===== config.mk =====
export PLATFORM = sky130hd
export DESIGN_NAME = ljf_div
export DESIGN_NICKNAME = d
export VERILOG_FILES = /design/src/design/ljf_pkg.sv /design/src/design/ljf_div.sv
export SDC_FILE = /design/constraint.sdc
export NUM_CORES = 1
export LEC_CHECK = 0
export BUFFER_PORTS_ARGS = -buffer_cell sky130_fd_sc_hd__buf_2
export CAP_MARGIN = 30
export CORE_MARGIN = 8
export CORE_UTILIZATION = 25
export DETAILED_ROUTE_END_ITERATION = 8
export SETUP_SLACK_MARGIN = 0.02
export SLEW_MARGIN = 20
export SYNTH_ARGS = -nofsm -noshare
export SYNTH_HDL_FRONTEND = slang
export SYNTH_SLANG_ARGS = --single-unit

===== constraint.sdc =====
create_clock -name clock -period 4.9 [get_ports clock]
set_input_delay 0 -clock clock [delete_from_list [all_inputs] [get_ports clock]]
set_output_delay 0 -clock clock [all_outputs]
set_load 0.02 [all_outputs]

===== src/design/ljf_pkg.sv =====
// Shared types, constants and arithmetic helpers of the Lennard-Jones pair force block.
`timescale 1ns / 1ps
package ljf_pkg;

   // Default store depth.
   localparam int MAX_PARTICLES_DEF = 64;

   // Fixed field widths.
   localparam int COORD_W = 24;
   localparam int CUT_W   = 32;
   localparam int FORCE_W = 48;
   localparam int PART_W  = 6;
   localparam int DIST_W  = 26;
   localparam int ABS_W   = 25;
   localparam int R2_W    = 50;
   localparam int WORD_W  = 64;

   // Scale factors of the force and energy terms.
   localparam int LJ_FORCE_K  = 24;
   localparam int LJ_ENERGY_K = 4;

   // Saturation bounds of a 48-bit signed accumulator.
   localparam logic [FORCE_W-1:0] S48_MAX = 48'h7FFF_FFFF_FFFF;
   localparam logic [FORCE_W-1:0] S48_MIN = 48'h8000_0000_0000;

   // Configuration register indexes.
   typedef enum logic [1:0] {
      CSR_SIGMA   = 2'd0,
      CSR_EPSILON = 2'd1,
      CSR_BOX     = 2'd2,
      CSR_CUTOFF  = 2'd3
   } csr_index_type;

   // Input item.
   typedef struct packed {
      logic [COORD_W-1:0] pos_x;
      logic [COORD_W-1:0] pos_y;
      logic [COORD_W-1:0] pos_z;
      logic               last;
   } req_type;

   // Result item.
   typedef struct packed {
      logic [PART_W-1:0]         particle;
      logic signed [FORCE_W-1:0] force_x;
      logic signed [FORCE_W-1:0] force_y;
      logic signed [FORCE_W-1:0] force_z;
      logic signed [FORCE_W-1:0] energy;
      logic                      done_res;
   } rsp_type;

   // Post-shift applied by the multiplier.
   typedef enum logic [1:0] {
      MSH_NONE = 2'd0,
      MSH_16   = 2'd1,
      MSH_32   = 2'd2
   } mul_shift_type;

   // Command to the shared multiplier.
   typedef struct packed {
      logic                start;
      mul_shift_type       shift;
      logic [WORD_W-1:0]   a;
      logic [WORD_W-1:0]   b;
   } mul_cmd_type;

   // Command to the shared divider.
   typedef struct packed {
      logic              start;
      logic [WORD_W-1:0] num;
      logic [R2_W-1:0]   den;
   } div_cmd_type;

   // Add a signed-magnitude term to a 48-bit accumulator, clamping term and sum.
   function automatic logic [FORCE_W-1:0] sat_add(input logic [FORCE_W-1:0] acc,
                                                  input logic [WORD_W-1:0] mag,
                                                  input logic neg);
      logic [FORCE_W-2:0] m;
      logic [FORCE_W:0]   s;
      m = (mag[WORD_W-1:FORCE_W-1] != '0) ? S48_MAX[FORCE_W-2:0] : mag[FORCE_W-2:0];
      if (neg) begin
         s = {acc[FORCE_W-1], acc} - {2'b00, m};
      end else begin
         s = {acc[FORCE_W-1], acc} + {2'b00, m};
      end
      if (s[FORCE_W] != s[FORCE_W-1]) begin
         return s[FORCE_W] ? S48_MIN : S48_MAX;
      end
      return s[FORCE_W-1:0];
   endfunction

   // Minimum-image difference a - b for a periodic edge of len.
   function automatic logic [DIST_W-1:0] min_image(input logic [COORD_W-1:0] a,
                                                   input logic [COORD_W-1:0] b,
                                                   input logic [COORD_W-1:0] len);
      logic [DIST_W-1:0] r;
      logic [DIST_W:0]   r2x;
      logic [DIST_W:0]   lpos;
      logic [DIST_W:0]   lneg;
      r    = {2'b00, a} - {2'b00, b};
      r2x  = {r, 1'b0};
      lpos = {3'b000, len};
      lneg = '0 - lpos;
      if ($signed(r2x) < $signed(lneg)) begin
         r = r + {2'b00, len};
      end else if ($signed(r2x) > $signed(lpos)) begin
         r = r - {2'b00, len};
      end
      return r;
   endfunction

endpackage


===== src/design/ljf_div.sv =====
// Shared restoring divider: floor(num * 2^32 / den), one quotient bit per cycle.
`timescale 1ns / 1ps
module ljf_div
   import ljf_pkg::*;
(
   input  logic              clock,
   input  logic              reset,
   input  div_cmd_type       cmd,
   output logic              done,
   output logic [WORD_W-1:0] quotient
);

   localparam int HALF_W    = WORD_W / 2;
   localparam int DIV_STEPS = WORD_W;

   logic              busy_ff, busy_in;
   logic              done_ff, done_in;
   logic [6:0]        cnt_ff, cnt_in;
   logic [R2_W-1:0]   den_ff, den_in;
   logic [R2_W-1:0]   rem_ff, rem_in;
   logic [HALF_W-1:0] lo_ff, lo_in;
   logic [WORD_W-1:0] q_ff, q_in;
   logic [R2_W:0]     trial;
   logic              ge;

   always_comb begin
      trial = {rem_ff, lo_ff[HALF_W-1]};
      ge    = (trial >= {1'b0, den_ff});
   end

   // One restoring step per cycle; an oversized numerator saturates at once.
   always_comb begin
      busy_in = busy_ff;
      done_in = 1'b0;
      cnt_in  = cnt_ff;
      den_in  = den_ff;
      rem_in  = rem_ff;
      lo_in   = lo_ff;
      q_in    = q_ff;
      if (busy_ff) begin
         rem_in = ge ? R2_W'(trial - {1'b0, den_ff}) : trial[R2_W-1:0];
         lo_in  = {lo_ff[HALF_W-2:0], 1'b0};
         q_in   = {q_ff[WORD_W-2:0], ge};
         cnt_in = cnt_ff + 7'd1;
         if (cnt_ff == 7'(DIV_STEPS - 1)) begin
            busy_in = 1'b0;
            done_in = 1'b1;
         end
      end else if (cmd.start) begin
         den_in = cmd.den;
         cnt_in = '0;
         if ({{(R2_W-HALF_W){1'b0}}, cmd.num[WORD_W-1:HALF_W]} >= cmd.den) begin
            q_in    = '1;
            done_in = 1'b1;
         end else begin
            busy_in = 1'b1;
            rem_in  = {{(R2_W-HALF_W){1'b0}}, cmd.num[WORD_W-1:HALF_W]};
            lo_in   = cmd.num[HALF_W-1:0];
            q_in    = '0;
         end
      end
   end

   always_ff @(posedge clock) begin
      if (reset) begin
         busy_ff <= 1'b0;
         done_ff <= 1'b0;
      end else begin
         busy_ff <= busy_in;
         done_ff <= done_in;
      end
   end

   always_ff @(posedge clock) begin
      cnt_ff <= cnt_in;
      den_ff <= den_in;
      rem_ff <= rem_in;
      lo_ff  <= lo_in;
      q_ff   <= q_in;
   end

   assign done     = done_ff;
   assign quotient = q_ff;

endmodule


-- Yosys cells after proc, flatten, opt, wreduce, memory -nomap -nowiden
Cells that the tools add are included.
- bits in registers: 205
- input bits: 117
- word-level logic and storage cells: 40
- add/sub/neg operators: 2
- order comparisons: 2
- equality and inequality tests: 2
- multiplexer cells: 20
- bitwise operators: 2
- reduce and logical (&&, ||, !) cells: 4
- operators by type and width (kind ; number):
    $mux 50 ; 4
    $mux 64 ; 3
    $mux 32 ; 3
    $ge 51x50->1 ; 1
    $ge 32x50->1 ; 1
    $sub 50x50->50 ; 1
    $mux 7 ; 2
    $mux 1 ; 8
    $add 7x1->7 const B ; 1
    $eq 7x6->1 const B ; 1
    $reduce_and 2->1 ; 3
    $ne 2x2->1 const B ; 1
    $not 1->1 ; 2
    $reduce_bool 2->1 ; 1

-- Depth between registers and ports, before layout
- word-level depth: 4
- gate-level depth with buffers: 14
- gate-level depth less buffers: 12

-- Worst setup path after synthesis
OpenSTA, ideal clock, no wires.
- path type: input port to flip-flop
- from: input cmd[82] (netlist bit)
- to: register lo_ff[10] (enable)
- library setup time: 1.004 ns
- arrival time: 3.233 ns
- setup slack: 0.663 ns
- stages: 10
- buffers on the path: 0
- cell sequence: inv_1 ha_1 nand2b_1 a21oi_1 o21ai_0 a21o_1 a2111oi_0 o31a_1 o21ai_0 nand3_1
- cells in the longest elaborated chain, start to end: 3
- RTL lines (element ; line ; RTL):
    start: declaration ; ljf_div.sv:8 ; input div_cmd_type cmd,
    $ge 32x50->1 ; ljf_div.sv:52 ; if ({{(R2_W-HALF_W){1'b0}}, cmd.num[WORD_W-1:HALF_W]} >= cmd.den) begin
    $ne 2x2->1 (no line) ; - ;
    $reduce_and 2->1 (no line) ; - ;
    end signal: assignment ; ljf_div.sv:78 ; lo_ff <= lo_in;
    end: declaration ; ljf_div.sv:21 ; logic [HALF_W-1:0] lo_ff, lo_in;
Every way passes these cells.
A chain may end at the register's enable or synchronous reset.

-- Worst setup path in the final report
- from: register rem_ff[2]
- to: register rem_ff[36], data pin
- cells in the longest elaborated chain, start to end: 3
- RTL lines (element ; line ; RTL):
    start: declaration ; ljf_div.sv:20 ; logic [R2_W-1:0] rem_ff, rem_in;
    start signal: assignment ; ljf_div.sv:77 ; rem_ff <= rem_in;
    $sub 50x50->50 / $ge 51x50->1 (equally long branches) ; ljf_div.sv:41, ljf_div.sv:28 ;
    $mux 50 * ; ljf_div.sv:41 ; rem_in = ge ? R2_W'(trial - {1'b0, den_ff}) : trial[R2_W-1:0];
    $mux 50 * ; ljf_div.sv:40 ; if (busy_ff) begin
Every way passes the cells marked *; elsewhere a longest branch is shown, timed or not.

==> impl_metrics.tcl <==
set metrics [dict create \
    fp.dieW_um 236 \
    hold_ws_ns 0.0743 \
    io_pins 182 \
    avgSynthCellArea_um2 10.4 \
    tightest_slew_ns 0.752 \
    portBuffers 181 \
    syn_inst 1161 \
    status "finished clean" \
    insertion_delay_ns 0.56 \
    skew_ns 0.0138 \
    drive_above_1_share_pct 17.4 \
    fp.dieH_um 236 \
    grt_pass1_wl_um 55900 \
    wl_per_cell_um 16.9 \
    worstPathMaxFanout 11 \
    hold_start "cmd[114]" \
    worstSetupStartpointType "register" \
    reg2reg_depth 10 \
    grt_setup_unrepaired "no" \
    synthesis.nets 1362 \
    numCtsBuffers 26 \
    final_max_slew_viol_count 0 \
    ys_seq_area_share_pct 50.5 \
    drv_cap 0 \
    grt_pass1_vias 10200 \
    reg2reg_to "rem_ff[36]" \
    ctsRootBufferMaster "clkbuf_16" \
    num-fill-cells 4859 \
    r2r-start "rem_ff[2]" \
    powerDensity_nw_per_um2 425 \
    whs_path_depth 2 \
    async_flop_share_pct 0 \
    h-tree-depth 1 \
    grt_usage_pct 12.1 \
    core_area_um2 47800 \
    ant_nets 0 \
    cts_buffer_depth 3 \
    place_ws_ns 1.19 \
    gr-total-overflow 0 \
    synth.distinct_cells 73 \
    routed_wl_um 35200 \
    start_util_pct 25.3 \
    clock_sinks 205 \
    tritoncts "yes" \
    p_leak_uw 0.00701 \
    gp_congestion 0.872 \
    syn_to_final_growth_pct 29.6 \
    min_period_over_period_pct 72.1 \
    syn_area_um2 12100 \
    rrSetupSlack_ns 1.37 \
    grt_max_degree 77 \
    ys_seq_elements 205 \
    required_ns 5.20 \
    synth_flop_cell "edfxtp_1" \
    worstHoldPathType "primary input to register" \
    dr_total_vias 9999 \
    final_common_cell "edfxtp_1" \
    fmax_mhz 283 \
    rows 80 \
    worstSetupEndpointType "register" \
    first_pass_iters 5 \
    clkTransAtPathRegs_ns 0.06 \
    timing.setup.tns_ns 0 \
    antenna_found_initial 6 \
    hpwl_um 25500 \
    worstPathArrival_ns 3.83 \
    worstSetupPathType "register to register" \
    period_needed_ns 3.53 \
    nNetsFinal 1644 \
    setup_viol 0 \
    fin_ws_ns 1.37 \
    dieArea_um2 55800 \
    ir_worst_vdd_v 0.000274 \
    route.detailed.drc 0 \
    power_uw 6680 \
    layout_common_cells "edfxtp_1 (202), buf_2 (181), nand2_1 (177)" \
    finalHoldViolations 0 \
    viasPerCell 4.80 \
    synth_edf_count 202 \
    yosysWarnings 0 \
    relSlewSlack_pct 49.8 \
    drtIter0Drc 625 \
    whs_endpoint "quotient[10]" \
    cts_setup_buffers 0 \
]
-- synthesized netlist by cell type, drive strengths merged, types with 8 or more instances --
master  instances  area share (%)
a21oi          89             3.7
a21o           32             2.0
nand2b         11            0.57
nor3           10            0.41
inv            95             2.9
o211ai         10            0.62
nand3          22            0.91
xor2           28             2.0
o21a            9            0.62
edfxtp        202              50
nand4          19            0.98
nand2         177             5.5
a32o           31             2.6
o21ai          46             1.9
xnor2          19             1.4
clkbuf         42             1.3
nor2           67             2.1
buf            15            0.90
mux2i          32             2.6
ha             83             8.6
o21bai          8            0.50
-- cells by family (layout without fill, tap and decap cells) --
family,after synthesis,count (layout),synth area share (%)
xor+xnor,47,47,3.39
flops,205,205,50.5
other cells,0,6,0
simple gates,358,358,13.4
buf+inv,152,454,5.15
fa+ha+maj,84,84,8.73
mux,33,33,2.73
compound gates,282,282,16.1
-- where the power goes --
part	switching, uW	internal (uW)
Clock	772	1110
Combinational	1400	1000
Sequential	138	2260
-- worst max-delay path, stage by stage (launching register included) --
cell      delay, ns
edfxtp_1       0.38
ha_1           0.35
and3_1         0.24
o21ai_1        0.17
nand3_1        0.13
a221o_2        0.41
a41oi_4        0.33
o21a_4         0.20
o31a_1         0.49
nor2_1         0.29
a22o_1         0.27
-- flip-flops by register name (all words and copies together), names as in the netlist --
register and flops:
busy_ff 1, rem_ff 50, lo_ff 32, cnt_ff 7, done 1, den_ff 50
quotient 64
-- layout make-up --
type	count	area (um^2)	share of cell area, %
inverter	95	357	2.27
antenna	6	15.0	0.0955
clock inverter	13	128	0.812
sequential	205	6130	39.0
multi-input combinational	804	5410	34.4
tap	615	769	4.90
clock buffer	35	704	4.48
timing repair buffer	311	2200	14.0
-- how the worst max path moves through the flow --
stage	startpoint	endpoint	slack [ns]	depth (start not counted)
floorplan	cmd[82]	lo_ff[10]	0.66	10
global placement	cmd[82]	rem_ff[18]	0.86	12
detailed placement	cmd[82]	rem_ff[18]	1.19	13
CTS	cmd[0]	rem_ff[18]	1.21	13
global route	rem_ff[2]	rem_ff[36]	1.16	10
finish	rem_ff[2]	rem_ff[36]	1.37	10
-- through the flow --
| stage | cells | cell area, um^2 | utilization, % |
|---|---|---|---|
| final | 2084 | 15700 | 32.9 |
| after global routing | 2082 | 15700 | 32.8 |
| after CTS | 2077 | 15700 | 32.8 |
| after detailed placement | 1912 | 13700 | 28.6 |
| after global placement | 1911 | 13700 | 28.6 |
| after floorplan | 1161 | 12100 | - |
-- per-layer routing --
layer / track usage (%) / vias up / part of all wire (%)
met5: 0 / - / 0.028
met1: 15.6 / 4774 / 43
met3: 3.36 / 59 / 8.0
met2: 19.9 / 331 / 47
li1: - / 4833 / -
met4: 3.07 / 2 / 2.3
-- what timing repair did --
item                                   in CTS  in global routing
hold buffers                              117                  0
resized for setup                           0                  0
endpoints found under the hold margin     116                  0
No activity file was read; power rests on OpenSTA's default activity.
