File: src/design/ljf_pkg.sv
// Shared types, constants and arithmetic helpers of the Lennard-Jones pair force block.
`timescale 1ns / 1ps
package ljf_pkg;

   // Default store depth.
   localparam int MAX_PARTICLES_DEF = 64;

   // Fixed field widths.
   localparam int COORD_W = 24;
   localparam int CUT_W   = 32;
   localparam int FORCE_W = 48;
   localparam int PART_W  = 6;
   localparam int DIST_W  = 26;
   localparam int ABS_W   = 25;
   localparam int R2_W    = 50;
   localparam int WORD_W  = 64;

   // Scale factors of the force and energy terms.
   localparam int LJ_FORCE_K  = 24;
   localparam int LJ_ENERGY_K = 4;

   // Saturation bounds of a 48-bit signed accumulator.
   localparam logic [FORCE_W-1:0] S48_MAX = 48'h7FFF_FFFF_FFFF;
   localparam logic [FORCE_W-1:0] S48_MIN = 48'h8000_0000_0000;

   // Configuration register indexes.
   typedef enum logic [1:0] {
      CSR_SIGMA   = 2'd0,
      CSR_EPSILON = 2'd1,
      CSR_BOX     = 2'd2,
      CSR_CUTOFF  = 2'd3
   } csr_index_type;

   // Input item.
   typedef struct packed {
      logic [COORD_W-1:0] pos_x;
      logic [COORD_W-1:0] pos_y;
      logic [COORD_W-1:0] pos_z;
      logic               last;
   } req_type;

   // Result item.
   typedef struct packed {
      logic [PART_W-1:0]         particle;
      logic signed [FORCE_W-1:0] force_x;
      logic signed [FORCE_W-1:0] force_y;
      logic signed [FORCE_W-1:0] force_z;
      logic signed [FORCE_W-1:0] energy;
      logic                      done_res;
   } rsp_type;

   // Post-shift applied by the multiplier.
   typedef enum logic [1:0] {
      MSH_NONE = 2'd0,
      MSH_16   = 2'd1,
      MSH_32   = 2'd2
   } mul_shift_type;

   // Command to the shared multiplier.
   typedef struct packed {
      logic                start;
      mul_shift_type       shift;
      logic [WORD_W-1:0]   a;
      logic [WORD_W-1:0]   b;
   } mul_cmd_type;

   // Command to the shared divider.
   typedef struct packed {
      logic              start;
      logic [WORD_W-1:0] num;
      logic [R2_W-1:0]   den;
   } div_cmd_type;

   // Add a signed-magnitude term to a 48-bit accumulator, clamping term and sum.
   function automatic logic [FORCE_W-1:0] sat_add(input logic [FORCE_W-1:0] acc,
                                                  input logic [WORD_W-1:0] mag,
                                                  input logic neg);
      logic [FORCE_W-2:0] m;
      logic [FORCE_W:0]   s;
      m = (mag[WORD_W-1:FORCE_W-1] != '0) ? S48_MAX[FORCE_W-2:0] : mag[FORCE_W-2:0];
      if (neg) begin
         s = {acc[FORCE_W-1], acc} - {2'b00, m};
      end else begin
         s = {acc[FORCE_W-1], acc} + {2'b00, m};
      end
      if (s[FORCE_W] != s[FORCE_W-1]) begin
         return s[FORCE_W] ? S48_MIN : S48_MAX;
      end
      return s[FORCE_W-1:0];
   endfunction

   // Minimum-image difference a - b for a periodic edge of len.
   function automatic logic [DIST_W-1:0] min_image(input logic [COORD_W-1:0] a,
                                                   input logic [COORD_W-1:0] b,
                                                   input logic [COORD_W-1:0] len);
      logic [DIST_W-1:0] r;
      logic [DIST_W:0]   r2x;
      logic [DIST_W:0]   lpos;
      logic [DIST_W:0]   lneg;
      r    = {2'b00, a} - {2'b00, b};
      r2x  = {r, 1'b0};
      lpos = {3'b000, len};
      lneg = '0 - lpos;
      if ($signed(r2x) < $signed(lneg)) begin
         r = r + {2'b00, len};
      end else if ($signed(r2x) > $signed(lpos)) begin
         r = r - {2'b00, len};
      end
      return r;
   endfunction

endpackage

File: src/design/ljf_mul.sv
// Shared 64x64 multiplier built from one 32x32 multiplier over four partial-product steps.
`timescale 1ns / 1ps
module ljf_mul
   import ljf_pkg::*;
(
   input  logic              clock,
   input  logic              reset,
   input  mul_cmd_type       cmd,
   output logic              done,
   output logic [WORD_W-1:0] result
);

   localparam int HALF_W    = WORD_W / 2;
   localparam int MUL_STEPS = 4;

   logic                busy_ff, busy_in;
   logic                done_ff, done_in;
   logic [2:0]          cnt_ff, cnt_in;
   logic [WORD_W-1:0]   a_ff, a_in;
   logic [WORD_W-1:0]   b_ff, b_in;
   mul_shift_type       shift_ff, shift_in;
   logic [WORD_W-1:0]   pp_ff, pp_in;
   logic [1:0]          off_ff, off_in;
   logic [2*WORD_W-1:0] acc_ff, acc_in;
   logic [HALF_W-1:0]   a_part;
   logic [HALF_W-1:0]   b_part;
   logic [2*WORD_W-1:0] pp_wide;

   // Partial product order: a0*b0, a0*b1, a1*b0, a1*b1.
   always_comb begin
      a_part = cnt_ff[1] ? a_ff[WORD_W-1:HALF_W] : a_ff[HALF_W-1:0];
      b_part = cnt_ff[0] ? b_ff[WORD_W-1:HALF_W] : b_ff[HALF_W-1:0];
      case (off_ff)
         2'd0:    pp_wide = {{WORD_W{1'b0}}, pp_ff};
         2'd1:    pp_wide = {{HALF_W{1'b0}}, pp_ff, {HALF_W{1'b0}}};
         2'd2:    pp_wide = {pp_ff, {WORD_W{1'b0}}};
         default: pp_wide = '0;
      endcase
   end

   // Step sequencing and accumulation.
   always_comb begin
      busy_in  = busy_ff;
      done_in  = 1'b0;
      cnt_in   = cnt_ff;
      a_in     = a_ff;
      b_in     = b_ff;
      shift_in = shift_ff;
      pp_in    = pp_ff;
      off_in   = off_ff;
      acc_in   = acc_ff;
      if (busy_ff) begin
         if (cnt_ff < 3'(MUL_STEPS)) begin
            pp_in  = a_part * b_part;
            off_in = 2'({1'b0, cnt_ff[1]} + {1'b0, cnt_ff[0]});
         end
         if (cnt_ff != 3'd0) begin
            acc_in = acc_ff + pp_wide;
         end
         cnt_in = cnt_ff + 3'd1;
         if (cnt_ff == 3'(MUL_STEPS)) begin
            busy_in = 1'b0;
            done_in = 1'b1;
         end
      end else if (cmd.start) begin
         busy_in  = 1'b1;
         cnt_in   = '0;
         a_in     = cmd.a;
         b_in     = cmd.b;
         shift_in = cmd.shift;
         acc_in   = '0;
      end
   end

   always_ff @(posedge clock) begin
      if (reset) begin
         busy_ff <= 1'b0;
         done_ff <= 1'b0;
      end else begin
         busy_ff <= busy_in;
         done_ff <= done_in;
      end
   end

   always_ff @(posedge clock) begin
      cnt_ff   <= cnt_in;
      a_ff     <= a_in;
      b_ff     <= b_in;
      shift_ff <= shift_in;
      pp_ff    <= pp_in;
      off_ff   <= off_in;
      acc_ff   <= acc_in;
   end

   // Post-shift with saturation at the all-ones word.
   always_comb begin
      case (shift_ff)
         MSH_NONE: result = acc_ff[WORD_W-1:0];
         MSH_16:   result = (acc_ff[2*WORD_W-1:WORD_W+16] != '0) ? '1
                                                              : acc_ff[WORD_W+15:16];
         MSH_32:   result = (acc_ff[2*WORD_W-1:WORD_W+32] != '0) ? '1
                                                              : acc_ff[WORD_W+31:32];
         default:  result = acc_ff[WORD_W-1:0];
      endcase
   end

   assign done = done_ff;

endmodule

File: config.mk
export PLATFORM = sky130hd
export DESIGN_NAME = ljf_mul
export DESIGN_NICKNAME = d
export VERILOG_FILES = /design/src/design/ljf_pkg.sv /design/src/design/ljf_mul.sv
export SDC_FILE = /design/constraint.sdc
export NUM_CORES = 2
export LEC_CHECK = 0
export ABC_AREA = 1
export BUFFER_PORTS_ARGS = -buffer_cell sky130_fd_sc_hd__buf_4
export CAP_MARGIN = 15
export CORE_ASPECT_RATIO = 0.8
export CORE_MARGIN = 2
export CORE_UTILIZATION = 45
export DETAILED_ROUTE_END_ITERATION = 10
export GPL_TIMING_DRIVEN = 0
export PLACE_DENSITY = 0.66
export SLEW_MARGIN = 20
export SYNTH_ARGS = -nofsm -noshare
export SYNTH_HDL_FRONTEND = slang
export SYNTH_SLANG_ARGS = --single-unit
File: constraint.sdc
create_clock -name clock -period 21 [get_ports clock]
set_input_delay 2.1 -clock clock [delete_from_list [all_inputs] [get_ports clock]]
set_output_delay 2.1 -clock clock [all_outputs]
set_load 0.02 [all_outputs]
### Yosys cells after proc, flatten, opt, wreduce, memory -nomap -nowiden

Index checks and enable logic that the tools add are counted.

* add/sub/neg operators: 3
* equal/unequal tests: 6
* multiply operators: 1
* muxes and demuxes: 15
* bitwise logic cells: 1
* $lt $le $gt $ge: 1
* reductions and logical operators: 9

Operators by type and width (number)
* $mux W128: 3
* $pmux W128 S3: 1
* $add A128 B128 Y128: 1
* $mux W64: 2
* $pmux W64 S2: 1
* $mul A32 B32 Y64: 1
* $mux W32: 2
* $reduce_bool A48 Y1: 1
* $reduce_bool A32 Y1: 1
* $mux W3: 2
* $reduce_and A2 Y1: 3
* $eq A2 B1 Y1 const B: 2
* $eq A2 B2 Y1 const B: 2
* $mux W1: 4
* $add A3 B1 Y3 const B: 1
* $eq A3 B3 Y1 const B: 1
* $lt A3 B3 Y1 const B: 1
* $reduce_bool A3 Y1: 1
* $add A1 B1 Y2: 1
* $logic_not A2 Y1: 1
* $ne A2 B1 Y1 const B: 1
* $reduce_bool A2 Y1: 1
* $reduce_or A2 Y1: 1
* $not A1 Y1: 1

* output and inout bits: 65
* word-level logic and storage cells: 45
* flip-flop bits (word level): 329
* input bits: 133

### Longest topological paths before layout

* word-level depth: 5
* depth in mapped cells: 36
* depth with buffers taken out: 33

### Worst setup path before layout

OpenSTA, ideal clock, no wires.

* path type: register to register
* start point: register busy_ff
* end point: register acc_ff[0], enable pin
* arrival time: 9757 ps
* buffers on the path: 0
* required time: 19686 ps
* setup time: 1314 ps
* cell stages (with the launch flop): 4
* path slack: 9929 ps
* clock period less this slack: 11071 ps
* cells stage by stage: dfxtp_1 > inv_1 > nor2_1 > a21oi_1

* cells in the longest elaborated chain, start to end: 2
* elaborated cells on any way between the ends: 3
* classes of those cells: eq/ne (1); reduce/logical (2)

Ends and longest elaborated chain
* start: declaration: RTL line ljf_mul.sv:16 `logic busy_ff, busy_in;`
* start signal: assignment: RTL line ljf_mul.sv:80 `busy_ff <= busy_in;`
* $ne A2 B1 Y1 (no line) or $reduce_bool A2 Y1 (tied branches)
* $reduce_and A2 Y1 (no line) *
* end signal: assignment: RTL line ljf_mul.sv:92 `acc_ff <= acc_in;`
* end: declaration: RTL line ljf_mul.sv:24 `logic [2*WORD_W-1:0] acc_ff, acc_in;`

Mark *: on every way between the ends. The rest lies on a longest branch, timed or not.
A chain may end at the register's enable or synchronous reset.

### Final worst setup path

* start point: register cnt_ff[1]
* end point: register pp_ff[59] (data pin)

* cells in the longest elaborated chain, start to end: 2

Ends and longest elaborated chain
* start: declaration: RTL line ljf_mul.sv:18 `logic [2:0] cnt_ff, cnt_in;`
* start signal: assignment: RTL line ljf_mul.sv:86 `cnt_ff <= cnt_in;`
* $mux W32: RTL line ljf_mul.sv:31 `a_part = cnt_ff[1] ? a_ff[WORD_W-1:HALF_W] : a_ff[HALF_W-1:0];`
* $mul A32 B32 Y64: RTL line ljf_mul.sv:54 `pp_in = a_part * b_part;`
* end signal: assignment: RTL line ljf_mul.sv:90 `pp_ff <= pp_in;`
* end: declaration: RTL line ljf_mul.sv:22 `logic [WORD_W-1:0] pp_ff, pp_in;`

No other way between the ends.

==> results.md <==
- The H-tree was split into 2 levels.
- The most used flip-flop cell after synthesis is edfxtp_1.
- The length of the first detailed-routing pass in iterations is 9.
- The initial core utilization is a little under half.
- The placeable core region is 0.134 mm^2.
- The gate count after technology mapping is roughly 8400.
- Data on the critical path arrives at its endpoint at about 11000 ps.
- The synthesized design contains 327 enable-type register cells.
- The type of the worst setup path is reg2reg.
- Headroom to the max-slew limit came out at approximately 13%.
- Derived from the worst setup path, the maximum achievable clock frequency is a little over 90 MHz.
- The layout has between 10000 and 15000 filler cells.
- After synthesis, flip-flops and latches occupy between 15 and 20% of the total area.
- In the global route stage, overall resource usage came out at approximately 44%.
- The violation count after the first detailed-route iteration is about 8400.
- The number of maximum-capacitance constraint violations is 0.
- TritonCTS built the clock tree.
- Setup repair after global routing left no endpoint under its margin.
- The via count of the first global-routing pass came to 56400.
- The share of final-layout standard cells stronger than drive strength 1 is under 10%.
- The count of boundary I/O pins is about 200.
- The total of endpoints with negative setup slack in the final report is 0.
- At the end of routability-driven placement, the weighted congestion stood at between 1 and 1.5.
- The hold violation count in the final report is 0.
- The sequential cells in the finished layout cover a total of between 0.009 and 0.01 mm^2.
- The synthesized area is a little over 0.06 mm^2.
- The final wirelength is around 300000 um.
- The synthesized area per cell is roughly 7.3 um^2.
- The quantity of gates resized following cts is 0.
- In this run the deepest clock path goes through 3 buffers.
- The run finished with clean final reports.
- The later pin in the worst-skew pair is clocked with a latency of ~660 ps.
- The vias per cell is approximately 5.7.
- After routing the design area is between 0.06 and 0.07 mm^2.
- The chip height is 334 um.
- The largest stage delay on the critical path is around 750 ps.
- By instance count, the cell type seen most on the critical path is fa_1.
- After layout, the minimum clock period comes to roughly 11000 ps.
- The worst slack after detailed placement is approximately 11000 ps.
- The floorplan step defined a die boundary enclosing between 0.1 and 0.15 mm^2.
- Detailed placement finished with a half-perimeter wire length of 263000 um.
- Yosys mapped the design onto approximately 50 distinct sky130hd cell types.
- In this run the worst path has a maximum fanout of 10.
- The number of buffer cells added on primary ports is around 200.
- CTS placed an instance of clkbuf_16 at the clock tree root.
- The slowest cell on the critical path is edfxtp_1.
- The pin count of the biggest net entering global routing is 33.
- STA classifies the critical path startpoint as a flop.
- Synthesis produced a netlist with a net count of between 9000 and 10000.
- The total count of max-transition violations in the final report was 0.
- In this run the worst hold path is classified as reg2reg.
- Hold is met by ~700 ps.
- The fraction of registers with async set/reset is 0%.
- Buffers inserted to repair hold after CTS numbered 0.
- Of the available clock period, the critical path in the final layout requires 51.6%.
- For the final database, setup skew stands at 48.0 ps.
- STA puts the critical path data required time at roughly 21000 ps.
- The net count of the finished layout is roughly 10000.
- The detail route stage leaves a number of antenna-violating nets equal to 0.
- The pin slew with the least headroom to its limit is about 1300 ps.
- During synthesis, Yosys emitted a total of 0 warnings.
- Once routing completed, OpenROAD measured the worst setup slack at between 10000 and 15000 ps.
- The remaining routing DRC violations is 0.
- The die width is 416 um.
- The worst setup path is captured at a flop.
- The initialized floorplan defines between 100 and 150 standard-cell rows.
- The area of the multi-input gates is 0.0427 mm^2.
- The total number of clock tree sinks is about 330.
- The initial antenna violation count is 22.
- In this run the post-CTS setup repair buffer count came out at 0.
- Global routing finished with a remaining overflow of 0.
- The first global-routing pass estimated 422000 um of wire.
- The synthesis-to-finish area growth is 9.42%.
- The number of clock buffers inserted by TritonCTS is 44.
- The final route contains approximately 59000 vias.
- The average detailed-routed wire length per instance is 28.9 um.
- The register bit count reported by yosys is 329.
- The cell count after placement is about 10000.
- The clock-pin slew of the registers on the worst-case setup and hold paths is around 70 ps.
- Once layout is complete, the cells apart from fillers number 10500.
- The post-detailed-placement cell area is around 0.065 mm^2.
[through the flow]
stage | setup TNS (ps) | utilization (%)
after global routing | 0 | 49.7
after detailed placement | 0 | 48.7
after CTS | 0 | 49.7
after floorplan | 0 | -
after global placement | -207340 | 48.2
final | 0 | 49.8
[cell usage after synthesis, drive strengths merged, types with 17 or more instances]
cell type / n / area, um^2
nand4: 24 / 156
o21ai: 305 / 1620
a31oi: 72 / 450
nand2: 2120 / 8090
fa: 897 / 18000
edfxtp: 327 / 9820
inv: 2004 / 7520
o21a: 17 / 128
or2: 65 / 407
nand3: 156 / 901
clkbuf: 115 / 432
o21bai: 19 / 143
ha: 394 / 4930
buf: 124 / 622
xor2: 40 / 350
nor3: 33 / 205
a21oi: 262 / 1310
o22ai: 64 / 400
nor2: 1283 / 5110
[worst max-delay path, delay by kind of cell, from the launching register on]
family | cells | cell delay [ps]
compound gates | 2 | 1100
fa+ha+maj | 9 | 4530
buf+inv | 8 | 2600
flops | 1 | 750
simple gates | 9 | 1580
[placed cells by master (no fill, tap or decap), types with 85 or more instances in the layout]
cell / count
a21oi_1: 261
buf_2: 119
buf_4: 201
clkbuf_1: 112
edfxtp_1: 327
fa_1: 897
ha_1: 394
inv_1: 1935
nand2_1: 2069
nand3_1: 132
nor2_1: 1185
nor2_2: 85
o21ai_0: 256
[metal layers]
layer  vias to the layer above  global-route usage (%)  routed length (um)
met5                         -                   0.934                 201
met4                        12                    13.8               11600
met3                       564                    22.6               54100
met2                      4295                    52.8              104000
met1                     28800                    64.7              133000
li1                      25600                       -                   -
[sequential cells by signal, summed over array words and instances, names as in the netlist]
| signal | flops |
|---|---|
| b_ff | 64 |
| a_ff | 64 |
| busy_ff | 1 |
| pp_ff | 64 |
| cnt_ff | 3 |
| off_ff | 2 |
| acc_ff | 128 |
| shift_ff | 2 |
| done | 1 |
[final timing paths]
kind                           start             endpoint  slack [ps]  cells past startpoint
min reg2reg  cnt_ff[0]$_SDFFCE_PN0P_  off_ff[1]$_DFFE_PP_         700                      1
max reg2reg  cnt_ff[1]$_SDFFCE_PN0P_  pp_ff[59]$_DFFE_PP_       10150                     28
max          cnt_ff[1]$_SDFFCE_PN0P_  pp_ff[59]$_DFFE_PP_       10150                     28
min          cnt_ff[0]$_SDFFCE_PN0P_  off_ff[1]$_DFFE_PP_         700                      1
[cell type report]
| class | count | share of cell area, % |
|---|---|---|
| diodes | 14 | 0.0524 |
| plain buffers | 239 | 1.59 |
| clock buffers | 51 | 1.75 |
| clock inverters | 28 | 0.378 |
| inverters | 2016 | 11.3 |
| multi-input cells | 5813 | 63.9 |
| flip-flops and latches | 329 | 14.7 |
| well taps | 1769 | 3.31 |
| repair buffers | 223 | 2.98 |
[kinds of logic after synthesis]
kind of cell / Yosys count / share of synthesized area (%)
fa+ha+maj: 1291 / 37.5
buf+inv: 2255 / 14.1
simple gates: 3713 / 24.7
compound gates: 758 / 6.87
xor+xnor: 51 / 0.731
flops: 329 / 16.1
Power is not shown: default switching activity piles up to over one toggle a cycle in this logic, so the estimate is an artifact.
